===== src/rtl/rgb555_hue_rotate_defines.svh =====
// Assertion macros for the RGB555 hue rotator.
// Used by the top level; the checks drop out when ASSERT_OFF is defined.
`ifndef RGB555_HUE_ROTATE_DEFINES_SVH
`define RGB555_HUE_ROTATE_DEFINES_SVH
`ifndef ASSERT_OFF
// Checked only while out of reset.
`define RHR_ASSERT(lbl, prop) \
    lbl: assert property (@(posedge i_clk) disable iff (!i_rst_n) prop) \
        else $error("rhr assertion failed");
// Checked at every edge, reset included.
`define RHR_ASSERT_RST(lbl, prop) \
    lbl: assert property (@(posedge i_clk) prop) \
        else $error("rhr reset assertion failed");
`else
`define RHR_ASSERT(lbl, prop)
`define RHR_ASSERT_RST(lbl, prop)
`endif
`endif


===== src/rtl/rhr_pkg.sv =====
// Shared types and constants for the RGB555 hue rotator.
// No dependencies.
`timescale 1ns / 1ps
package rhr_pkg;
    localparam int COLOR_W   = 15;
    localparam int CH_W      = 5;
    localparam int COS_W     = 11;
    localparam int SIN_W     = 12;
    localparam int CFG_IDX_W = 1;
    localparam int CFG_DW    = 12;
    localparam int COEF_W    = 13;
    localparam int PROD_W    = 19;
    localparam int SUM_W     = 20;
    localparam int FRAC      = 10;

    localparam logic [CFG_IDX_W-1:0] CFG_COSINE = 1'd0;
    localparam logic [CFG_IDX_W-1:0] CFG_SINE   = 1'd1;

    localparam logic [COS_W-1:0]   COS_RESET  = 11'd1024;
    localparam logic signed [SIN_W-1:0] SIN_RESET = 12'sd0;

    localparam logic signed [COEF_W-1:0] K_ONE        = 13'sd1024;
    localparam logic signed [COEF_W-1:0] K_THIRD      = 13'sd341;   // 0x155
    localparam logic [9:0]               K_TWO_THIRDS = 10'd682;    // 0x2AA
    localparam logic signed [10:0]       K_THIRD_S    = 11'sd341;
    localparam logic signed [10:0]       K_ROOT_THIRD = 11'sd591;   // 0x24F
    localparam logic signed [SUM_W-1:0]  K_HALF       = 20'sd512;
    localparam logic signed [SUM_W-1:0]  K_TOP        = 20'sd32768;
    localparam logic [CH_W-1:0]          CH_MAX       = 5'h1F;

    typedef logic signed [COEF_W-1:0] t_coef;
    typedef logic signed [PROD_W-1:0] t_prod;

    // One color on its way from front to back, with its coefficients.
    typedef struct packed {
        logic [COLOR_W-1:0] color;
        logic               transp;
        t_coef              c1;
        t_coef              c2;
        t_coef              c3;
    } t_entry;

    typedef struct packed {
        logic full;
        logic empty;
    } t_q_status;
endpackage


===== src/rtl/rhr_in_if.sv =====
// Input channel: one packed color and its transparent flag.
// Depends on rhr_pkg.
`timescale 1ns / 1ps
interface rhr_in_if import rhr_pkg::*; ();
    logic               valid;
    logic               ready;
    logic [COLOR_W-1:0] color_in;
    logic               transparent_slot;

    modport source(output valid, color_in, transparent_slot, input ready);
    modport sink(input valid, color_in, transparent_slot, output ready);
endinterface


===== src/rtl/rhr_out_if.sv =====
// Output channel: one hue-rotated packed color.
// Depends on rhr_pkg.
`timescale 1ns / 1ps
interface rhr_out_if import rhr_pkg::*; ();
    logic               valid;
    logic               ready;
    logic [COLOR_W-1:0] color_out;

    modport source(output valid, color_out, input ready);
    modport sink(input valid, color_out, output ready);
endinterface


===== src/rtl/rhr_front.sv =====
// Front end: accepts colors and attaches the three rotation coefficients.
// Depends on rhr_pkg and rhr_in_if.
`timescale 1ns / 1ps
module rhr_front import rhr_pkg::*; (
    input  logic                     i_clk,
    input  logic                     i_rst_n,
    rhr_in_if.sink                   i_in_ch,
    input  logic [COS_W-1:0]         i_cosine,
    input  logic signed [SIN_W-1:0]  i_sine,
    output logic                     o_vld,
    output t_entry                   o_entry,
    input  logic                     i_ready
);
    logic                  r_vld;
    logic                  n_vld;
    t_entry                r_entry;
    t_entry                w_entry;
    logic [20:0]           w_c1_p;
    logic signed [COEF_W-1:0] w_diff;
    logic signed [23:0]    w_base_p;
    logic signed [22:0]    w_sin_p;
    t_coef                 w_base;
    t_coef                 w_sterm;
    logic                  w_take;

    assign i_in_ch.ready = !r_vld || i_ready;
    assign w_take        = i_in_ch.valid && i_in_ch.ready;

    // Constant multiplies; an arithmetic shift gives the floor.
    always_comb begin
        w_c1_p   = 21'(i_cosine) * 21'(K_TWO_THIRDS);
        w_diff   = K_ONE - signed'({2'b00, i_cosine});
        w_base_p = 24'(w_diff) * 24'(K_THIRD_S);
        w_sin_p  = 23'(i_sine) * 23'(K_ROOT_THIRD);
        w_base   = w_base_p[22:10];
        w_sterm  = w_sin_p[22:10];

        w_entry.color  = i_in_ch.color_in;
        w_entry.transp = i_in_ch.transparent_slot;
        w_entry.c1     = K_THIRD + signed'({2'b00, w_c1_p[20:10]});
        w_entry.c2     = w_base - w_sterm;
        w_entry.c3     = w_base + w_sterm;
    end

    always_comb begin
        n_vld = r_vld;
        if (i_in_ch.ready) begin
            n_vld = i_in_ch.valid;
        end
    end

    always_ff @(posedge i_clk) begin
        if (!i_rst_n) begin
            r_vld <= 1'b0;
        end else begin
            r_vld <= n_vld;
        end
    end

    always_ff @(posedge i_clk) begin
        if (w_take) begin
            r_entry <= w_entry;
        end
    end

    assign o_vld   = r_vld;
    assign o_entry = r_entry;
endmodule


===== src/rtl/rhr_queue.sv =====
// Short FIFO that decouples the front end from the arithmetic back end.
// Depends on rhr_pkg.
`timescale 1ns / 1ps
module rhr_queue import rhr_pkg::*; #(
    parameter int DEPTH = 2
) (
    input  logic                       i_clk,
    input  logic                       i_rst_n,
    input  logic                       i_push_vld,
    input  t_entry                     i_push_data,
    output logic                       o_push_rdy,
    output logic                       o_pop_vld,
    output t_entry                     o_pop_data,
    input  logic                       i_pop_rdy,
    output t_q_status                  o_status,
    output logic [$clog2(DEPTH+1)-1:0] o_count
);
    localparam int PTR_W = (DEPTH > 1) ? $clog2(DEPTH) : 1;
    localparam int CNT_W = $clog2(DEPTH + 1);
    localparam logic [PTR_W-1:0] LAST  = PTR_W'(DEPTH - 1);
    localparam logic [CNT_W-1:0] FULLC = CNT_W'(DEPTH);

    t_entry           r_mem [DEPTH];
    logic [PTR_W-1:0] r_wr_ptr;
    logic [PTR_W-1:0] n_wr_ptr;
    logic [PTR_W-1:0] r_rd_ptr;
    logic [PTR_W-1:0] n_rd_ptr;
    logic [CNT_W-1:0] r_cnt;
    logic [CNT_W-1:0] n_cnt;
    logic             w_push;
    logic             w_pop;

    assign o_push_rdy = (r_cnt != FULLC);
    assign o_pop_vld  = (r_cnt != '0);
    assign o_pop_data = r_mem[r_rd_ptr];
    assign w_push     = i_push_vld && o_push_rdy;
    assign w_pop      = o_pop_vld && i_pop_rdy;

    always_comb begin
        n_wr_ptr = r_wr_ptr;
        n_rd_ptr = r_rd_ptr;
        n_cnt    = r_cnt;
        if (w_push) begin
            n_wr_ptr = (r_wr_ptr == LAST) ? '0 : r_wr_ptr + 1'b1;
        end
        if (w_pop) begin
            n_rd_ptr = (r_rd_ptr == LAST) ? '0 : r_rd_ptr + 1'b1;
        end
        if (w_push && !w_pop) begin
            n_cnt = r_cnt + 1'b1;
        end else if (w_pop && !w_push) begin
            n_cnt = r_cnt - 1'b1;
        end
    end

    always_ff @(posedge i_clk) begin
        if (!i_rst_n) begin
            r_wr_ptr <= '0;
            r_rd_ptr <= '0;
            r_cnt    <= '0;
        end else begin
            r_wr_ptr <= n_wr_ptr;
            r_rd_ptr <= n_rd_ptr;
            r_cnt    <= n_cnt;
        end
    end

    always_ff @(posedge i_clk) begin
        if (w_push) begin
            r_mem[r_wr_ptr] <= i_push_data;
        end
    end

    assign o_status.full  = !o_push_rdy;
    assign o_status.empty = !o_pop_vld;
    assign o_count        = r_cnt;
endmodule


===== src/rtl/rhr_back.sv =====
// Back end: nine channel products, then sum, round, clamp and repack.
// Depends on rhr_pkg and rhr_out_if.
`timescale 1ns / 1ps
module rhr_back import rhr_pkg::*; (
    input  logic    i_clk,
    input  logic    i_rst_n,
    input  logic    i_vld,
    input  t_entry  i_entry,
    output logic    o_rdy,
    rhr_out_if.source o_out_ch
);
    // Stage one: products
    logic               r_s1_vld;
    logic               n_s1_vld;
    t_prod              r_prod [9];
    t_prod              w_prod [9];
    logic [COLOR_W-1:0] r_s1_color;
    logic               r_s1_transp;
    // Stage two: output register
    logic               r_out_vld;
    logic               n_out_vld;
    logic [COLOR_W-1:0] r_out_color;
    logic [COLOR_W-1:0] w_rot;
    logic signed [CH_W:0] w_r;
    logic signed [CH_W:0] w_g;
    logic signed [CH_W:0] w_b;
    logic               w_out_rdy;
    logic               w_s1_rdy;

    function automatic logic [CH_W-1:0] round_clamp(input t_prod a, input t_prod b,
                                                   input t_prod c);
        logic signed [SUM_W-1:0] v;
        v = SUM_W'(a) + SUM_W'(b) + SUM_W'(c) + K_HALF;
        if (v < 0) begin
            return '0;
        end else if (v >= K_TOP) begin
            return CH_MAX;
        end
        return v[FRAC+CH_W-1:FRAC];
    endfunction

    assign w_out_rdy = !r_out_vld || o_out_ch.ready;
    assign w_s1_rdy  = !r_s1_vld || w_out_rdy;
    assign o_rdy     = w_s1_rdy;

    always_comb begin
        w_r = signed'({1'b0, i_entry.color[CH_W-1:0]});
        w_g = signed'({1'b0, i_entry.color[2*CH_W-1:CH_W]});
        w_b = signed'({1'b0, i_entry.color[3*CH_W-1:2*CH_W]});
        // red row, green row, blue row
        w_prod[0] = PROD_W'(w_r) * PROD_W'(i_entry.c1);
        w_prod[1] = PROD_W'(w_g) * PROD_W'(i_entry.c2);
        w_prod[2] = PROD_W'(w_b) * PROD_W'(i_entry.c3);
        w_prod[3] = PROD_W'(w_r) * PROD_W'(i_entry.c3);
        w_prod[4] = PROD_W'(w_g) * PROD_W'(i_entry.c1);
        w_prod[5] = PROD_W'(w_b) * PROD_W'(i_entry.c2);
        w_prod[6] = PROD_W'(w_r) * PROD_W'(i_entry.c2);
        w_prod[7] = PROD_W'(w_g) * PROD_W'(i_entry.c3);
        w_prod[8] = PROD_W'(w_b) * PROD_W'(i_entry.c1);
    end

    always_comb begin
        w_rot = {round_clamp(r_prod[6], r_prod[7], r_prod[8]),
                 round_clamp(r_prod[3], r_prod[4], r_prod[5]),
                 round_clamp(r_prod[0], r_prod[1], r_prod[2])};
    end

    always_comb begin
        n_s1_vld  = r_s1_vld;
        n_out_vld = r_out_vld;
        if (w_s1_rdy) begin
            n_s1_vld = i_vld;
        end
        if (w_out_rdy) begin
            n_out_vld = r_s1_vld;
        end
    end

    always_ff @(posedge i_clk) begin
        if (!i_rst_n) begin
            r_s1_vld  <= 1'b0;
            r_out_vld <= 1'b0;
        end else begin
            r_s1_vld  <= n_s1_vld;
            r_out_vld <= n_out_vld;
        end
    end

    always_ff @(posedge i_clk) begin
        if (i_vld && w_s1_rdy) begin
            r_prod      <= w_prod;
            r_s1_color  <= i_entry.color;
            r_s1_transp <= i_entry.transp;
        end
        if (r_s1_vld && w_out_rdy) begin
            r_out_color <= r_s1_transp ? r_s1_color : w_rot;
        end
    end

    assign o_out_ch.valid     = r_out_vld;
    assign o_out_ch.color_out = r_out_color;
endmodule


===== src/rtl/rgb555_hue_rotate.sv =====
// Channel    | dir | handshake     | payload
// i_in_ch    | in  | valid/ready   | color_in[14:0], transparent_slot
// o_out_ch   | out | valid/ready   | color_out[14:0]
// i_cfg_*    | in  | write enable  | idx 0 cosine_q10[10:0], idx 1 sine_q10[11:0]
//
// One color per cycle sustained while o_out_ch.ready stays high; a transaction
// passes the front register, queue, product stage and output register.
// Throughput is set by the single pass through the coefficient multiplies in
// the front and the nine channel products in the back, both one per cycle.
// Synchronous active-low reset empties every stage; cosine resets to 1024, sine to 0.
// At full rate the queue holds one entry, so an output stall lets the front take
// QDEPTH-1 more colors before i_in_ch.ready drops.
`timescale 1ns / 1ps
`include "rgb555_hue_rotate_defines.svh"
module rgb555_hue_rotate import rhr_pkg::*; #(
    parameter int QDEPTH = 2
) (
    input  logic                 i_clk,
    input  logic                 i_rst_n,
    rhr_in_if.sink               i_in_ch,
    rhr_out_if.source            o_out_ch,
    input  logic                 i_cfg_we,
    input  logic [CFG_IDX_W-1:0] i_cfg_idx,
    input  logic [CFG_DW-1:0]    i_cfg_data
);
    logic [COS_W-1:0]          r_cosine;
    logic signed [SIN_W-1:0]   r_sine;
    logic                      w_f_vld;
    t_entry                    w_f_entry;
    logic                      w_q_push_rdy;
    logic                      w_q_vld;
    t_entry                    w_q_entry;
    logic                      w_b_rdy;
    t_q_status                 w_q_st;
    logic [$clog2(QDEPTH+1)-1:0] w_q_cnt;

    always_ff @(posedge i_clk) begin
        if (!i_rst_n) begin
            r_cosine <= COS_RESET;
            r_sine   <= SIN_RESET;
        end else if (i_cfg_we) begin
            case (i_cfg_idx)
                CFG_COSINE: r_cosine <= i_cfg_data[COS_W-1:0];
                CFG_SINE:   r_sine   <= signed'(i_cfg_data[SIN_W-1:0]);
                default: ;
            endcase
        end
    end

    rhr_front u_front (
        .i_clk    (i_clk),
        .i_rst_n  (i_rst_n),
        .i_in_ch  (i_in_ch),
        .i_cosine (r_cosine),
        .i_sine   (r_sine),
        .o_vld    (w_f_vld),
        .o_entry  (w_f_entry),
        .i_ready  (w_q_push_rdy)
    );

    rhr_queue #(.DEPTH(QDEPTH)) u_queue (
        .i_clk       (i_clk),
        .i_rst_n     (i_rst_n),
        .i_push_vld  (w_f_vld),
        .i_push_data (w_f_entry),
        .o_push_rdy  (w_q_push_rdy),
        .o_pop_vld   (w_q_vld),
        .o_pop_data  (w_q_entry),
        .i_pop_rdy   (w_b_rdy),
        .o_status    (w_q_st),
        .o_count     (w_q_cnt)
    );

    rhr_back u_back (
        .i_clk    (i_clk),
        .i_rst_n  (i_rst_n),
        .i_vld    (w_q_vld),
        .i_entry  (w_q_entry),
        .o_rdy    (w_b_rdy),
        .o_out_ch (o_out_ch)
    );

    `RHR_ASSERT(a_q_count_range, w_q_cnt <= ($clog2(QDEPTH+1))'(QDEPTH))
    `RHR_ASSERT(a_q_status_match, w_q_st.full == (w_q_cnt == ($clog2(QDEPTH+1))'(QDEPTH)))
    `RHR_ASSERT(a_backpressure, (w_q_st.full && w_f_vld) |-> !i_in_ch.ready)
    `RHR_ASSERT_RST(a_reset_empty, !i_rst_n |=> (!o_out_ch.valid && w_q_st.empty))
endmodule


===== src/flat_wrapper.sv =====
// flat-port wrapper written by rule: the top's interface ports become plain ports
module rgb555_hue_rotate_flat import rhr_pkg::*;
#(
    parameter int QDEPTH = 2
)
  (i_clk, i_rst_n, i_cfg_we, i_cfg_idx, i_cfg_data, i_in_ch_valid, i_in_ch_color_in, i_in_ch_transparent_slot, i_in_ch_ready, o_out_ch_valid, o_out_ch_color_out, o_out_ch_ready);
  rhr_in_if i_in_ch_i ();
  rhr_out_if o_out_ch_i ();
  input  logic i_clk;
  input  logic i_rst_n;
  input  logic i_cfg_we;
  input  logic [CFG_IDX_W-1:0] i_cfg_idx;
  input  logic [CFG_DW-1:0] i_cfg_data;
  input wire logic [$bits(i_in_ch_i.valid)-1:0] i_in_ch_valid;
  input wire logic [$bits(i_in_ch_i.color_in)-1:0] i_in_ch_color_in;
  input wire logic [$bits(i_in_ch_i.transparent_slot)-1:0] i_in_ch_transparent_slot;
  output wire logic [$bits(i_in_ch_i.ready)-1:0] i_in_ch_ready;
  output wire logic [$bits(o_out_ch_i.valid)-1:0] o_out_ch_valid;
  output wire logic [$bits(o_out_ch_i.color_out)-1:0] o_out_ch_color_out;
  input wire logic [$bits(o_out_ch_i.ready)-1:0] o_out_ch_ready;
  assign i_in_ch_i.valid = i_in_ch_valid;
  assign i_in_ch_i.color_in = i_in_ch_color_in;
  assign i_in_ch_i.transparent_slot = i_in_ch_transparent_slot;
  assign i_in_ch_ready = i_in_ch_i.ready;
  assign o_out_ch_valid = o_out_ch_i.valid;
  assign o_out_ch_color_out = o_out_ch_i.color_out;
  assign o_out_ch_i.ready = o_out_ch_ready;
  rgb555_hue_rotate #(.QDEPTH(QDEPTH)) u_core (.i_clk(i_clk), .i_rst_n(i_rst_n), .i_in_ch(i_in_ch_i), .o_out_ch(o_out_ch_i), .i_cfg_we(i_cfg_we), .i_cfg_idx(i_cfg_idx), .i_cfg_data(i_cfg_data));
endmodule

===== config.mk =====
export PLATFORM = sky130hd
export DESIGN_NAME = rgb555_hue_rotate_flat
export DESIGN_NICKNAME = d
export VERILOG_FILES = /design/src/rtl/rhr_pkg.sv /design/src/rtl/rhr_in_if.sv /design/src/rtl/rhr_out_if.sv /design/src/rtl/rhr_front.sv /design/src/rtl/rhr_queue.sv /design/src/rtl/rhr_back.sv /design/src/rtl/rgb555_hue_rotate.sv /design/src/flat_wrapper.sv
export VERILOG_INCLUDE_DIRS = /design/src /design/src/rtl
export SDC_FILE = /design/constraint.sdc
export NUM_CORES = 2
export LEC_CHECK = 0
export BUFFER_PORTS_ARGS = -buffer_cell sky130_fd_sc_hd__buf_2
export CAP_MARGIN = 10
export CELL_PAD_IN_SITES_DETAIL_PLACEMENT = 0
export CELL_PAD_IN_SITES_GLOBAL_PLACEMENT = 1
export CORE_ASPECT_RATIO = 2
export CORE_UTILIZATION = 53
export DETAILED_ROUTE_END_ITERATION = 12
export PLACE_DENSITY = 0.95
export SYNTH_ARGS = -nofsm -noshare
export SYNTH_HDL_FRONTEND = slang
export SYNTH_SLANG_ARGS = --single-unit
export TNS_END_PERCENT = 50

===== constraint.sdc =====
create_clock -name i_clk -period 7.7 [get_ports i_clk]
set_input_delay 1.155 -clock i_clk [delete_from_list [all_inputs] [get_ports i_clk]]
set_output_delay 1.155 -clock i_clk [all_outputs]
set_load 0.005 [all_outputs]

==> out/qor.yml <==
drt_iter0_markers: 1770
syn_area_per_cell_sq_um: 10.3
grt_pass1_vias: 32800
relSlewSlack: 0.106
drt-pass1-iter-count: 5
fin_setup_tns_ns: 0
synth_top_area_share: 0.249
fill_cells: 6827
multi_input_area_sq_um: 28700
portBuffers: 50
synthTopCellsByCount: "708 x inv_1, 609 x ha_1, 488 x fa_1"
die_x_um: 203
grt_overflow_total: 0
finalSetupViolCount: 0
yosysWarnings: 0
area_growth_syn_to_layout_pct: 7.50
grt_max_degree: 168
dpl.hpwl_mm: 95.8
tightestPinTransition_ns: 1.30
final_max_slew_viol_count: 0
tritoncts_num_sinks: 386
cap_violations: 0
drive_gt1_frac: 0.0717
utilization: 0.574
path_max_fanout: 8
run_status: "completed"
clkLatencyLatePin_ns: 0.58
synth_mux_area_frac: 0.0220
path_class: "flip-flop to flip-flop"
cp_common_cell: "ha_1"
ant_nets: 0
synth_edf_count: 355
synth_seq_cells: 386
antenna_found_initial: 3
synthAdderAreaFrac: 0.406
register_area_sq_um: 11300
synth_cell_type_count: 80
synth_top_family_by_area: "adder cells"
cts_root_buffer: "clkbuf_16"
wl_per_cell_um: 22.1
async_flop_share: 0
post-cts-setup-buffers: 0
ys_seq_area_frac: 0.263
dieArea_sq_um: 82000
wl_mm: 118
max_stage_delay_ns: 0.61
start_util: 0.534
yosysMostFrequentCell: "inv_1"
vias_per_cell: 5.73
cts.htree.levels: 2
die_h_um: 404
setup.worst_path.end_class: "flip-flop"
rsz0062_at_grt: "false"
drc: 0
synth_nets: 5303
slowest_stage: "o41ai_1"
critPathTopFamily: "adder cells"
grt.total_usage: 0.296
worstPathCellList: "or4_4 -> nor4_1 -> buf_4 -> nand3_1 -> xnor2_1 -> ha_1 -> ha_1 -> fa_1 -> fa_1 -> inv_1 -> fa_1 -> inv_1 -> ha_1 -> or3_1 -> nor3_1 -> nand3_1 -> nor2b_1 -> a31oi_1 -> xnor2_1 -> ha_1 -> o41ai_1 -> o41ai_1 -> xnor3_1"
hold_viol: 0
path_buf_inv: 3
core_area_sq_um: 80200
grt_pass1_wl_mm: 180
fin_skew_ns: 0.0359
worstPathArrival_ns: 7.61
dr_total_vias: 30500
hold_class: "flip-flop to flip-flop"
finalCritPeriodShare: 0.949
worstPathRequired_ns: 8.01
synth_compound_area_frac: 0.0808
syn_inst: 4172
synth-main-ff-cell: "edfxtp_1"
clkTransAtPathRegs_ns: 0.07
synth_simple_gate_area_frac: 0.108
pin_count: 51
diodes: 0
start_kind: "flip-flop"
yosys.area.top_type: "edfxtp_1"
syn_area_sq_um: 42800
cts_buffers: 35
synthTopCellsByArea: "edfxtp_1 25%, fa_1 23%, ha_1 18%"
min_period_ns: 7.31
rows: 147
nets: 5387
clock.fmax_mhz: 137
synth_xor_area_frac: 0.0494
clock_path_buffers: 3
tritoncts: "yes"
gp_congestion: 0.986
state kept, by name, indices dropped and copies added, names as in the netlist, named ones only:
signal	flops
u_core.u_back.r_s1_transp	1
u_core.r_cosine	11
u_core.u_back.r_s1_color	15
u_core.u_back.r_prod	165
u_core.u_queue.o_count	2
u_core.u_queue.r_wr_ptr	1
u_core.u_queue.r_mem	106
u_core.u_back.o_out_ch.valid	1
u_core.u_front.o_entry	53
u_core.u_front.o_vld	1
u_core.u_back.r_s1_vld	1
u_core.u_back.o_out_ch.color_out	15
u_core.r_sine	12
u_core.u_queue.r_rd_ptr	1
cells by family after synthesis:
family | after synthesis
XOR/XNOR | 237
buffers and inverters | 803
flip-flops | 386
multiplexers | 90
AND/OR/NAND/NOR | 1055
AO/OA/AOI/OAI | 504
adder cells (fa/ha/maj) | 1097
worst paths after layout:
| check | cells past startpoint | from | endpoint | slack, ns |
|---|---|---|---|---|
| max | 23 | u_core.r_cosine[2] | u_core.u_front.o_entry[25] | 0.39 |
| min | 0 | u_core.u_front.o_entry[46] | u_core.u_queue.r_mem[1][45] | 0.45 |
| max reg2reg | 23 | u_core.r_cosine[2] | u_core.u_front.o_entry[25] | 0.39 |
| min reg2reg | 0 | u_core.u_front.o_entry[46] | u_core.u_queue.r_mem[1][45] | 0.45 |
placed cells by master (no fill, tap or decap), types with 18 or more instances in the layout:
cell type / netlist / routed
nor3_1: 61 / 61
xor2_1: 56 / 56
fa_1: 488 / 488
mux2i_1: 58 / 40
nand3_1: 42 / 42
or3_1: 19 / 19
o21bai_1: 58 / 58
buf_2: 1 / 50
and3_1: 19 / 18
nor2b_1: 24 / 23
xnor2_1: 178 / 177
a21o_1: 55 / 55
nand2_1: 340 / 340
nand2b_1: 20 / 20
dfxtp_1: 31 / 30
a211oi_1: 19 / 19
inv_1: 708 / 707
nor2_1: 436 / 435
buf_4: 0 / 85
or2_2: 27 / 27
a21oi_1: 133 / 133
ha_1: 609 / 609
edfxtp_1: 355 / 355
mux2_2: 32 / 32
clkbuf_16: 0 / 37
o21ai_0: 60 / 59
a21boi_0: 29 / 29
area by class of cell:
class / instances / share of cell area
Clock buffer: 39 / 0.0203
Clock inverter: 24 / 0.00495
Inverter: 713 / 0.0582
Multi-Input combinational cell: 2983 / 0.623
Sequential cell: 386 / 0.245
Tap cell: 1043 / 0.0283
Timing Repair Buffer: 137 / 0.0202
worst register-to-register path: stages (launching register included):
cell and delay, ns:
dfxtp_1 0.40, or4_4 0.60, nor4_1 0.22, buf_4 0.18, nand3_1 0.09, xnor2_1 0.34, ha_1 0.31, ha_1 0.31
fa_1 0.47, fa_1 0.49, inv_1 0.05, fa_1 0.50, inv_1 0.04, ha_1 0.19, or3_1 0.45, nor3_1 0.16
nand3_1 0.17, nor2b_1 0.17, a31oi_1 0.20, xnor2_1 0.17, ha_1 0.37, o41ai_1 0.61, o41ai_1 0.19, xnor3_1 0.36
per-layer routing:
| layer | share of wire | track usage |
|---|---|---|
| met2 | 0.52 | 0.546 |
| met4 | 0.12 | 0.303 |
| met5 | 0.00025 | 0 |
| met3 | 0.049 | 0.0461 |
| met1 | 0.30 | 0.262 |
through the flow:
stage	std cells	cell area (sq um)	hold WS [ns]	setup slack, ns
2_1_floorplan	4172	42800	0.421	0.786
3_3_place_gp	5261	44900	0.423	0.435
3_5_place_dp	5261	44900	0.433	0.361
4_1_cts	5324	46000	0.450	0.336
5_1_grt	5325	46000	0.451	0.0404
6_report	5325	46000	0.448	0.393
repair_timing:
action                                  CTS  global route
endpoints found under the setup margin    0             1
hold buffers                              0             0
resized for setup                         0             2
Power is left out: the tool's default activity adds up to more than one toggle a clock period on the data nets, which glitch-free logic cannot reach.
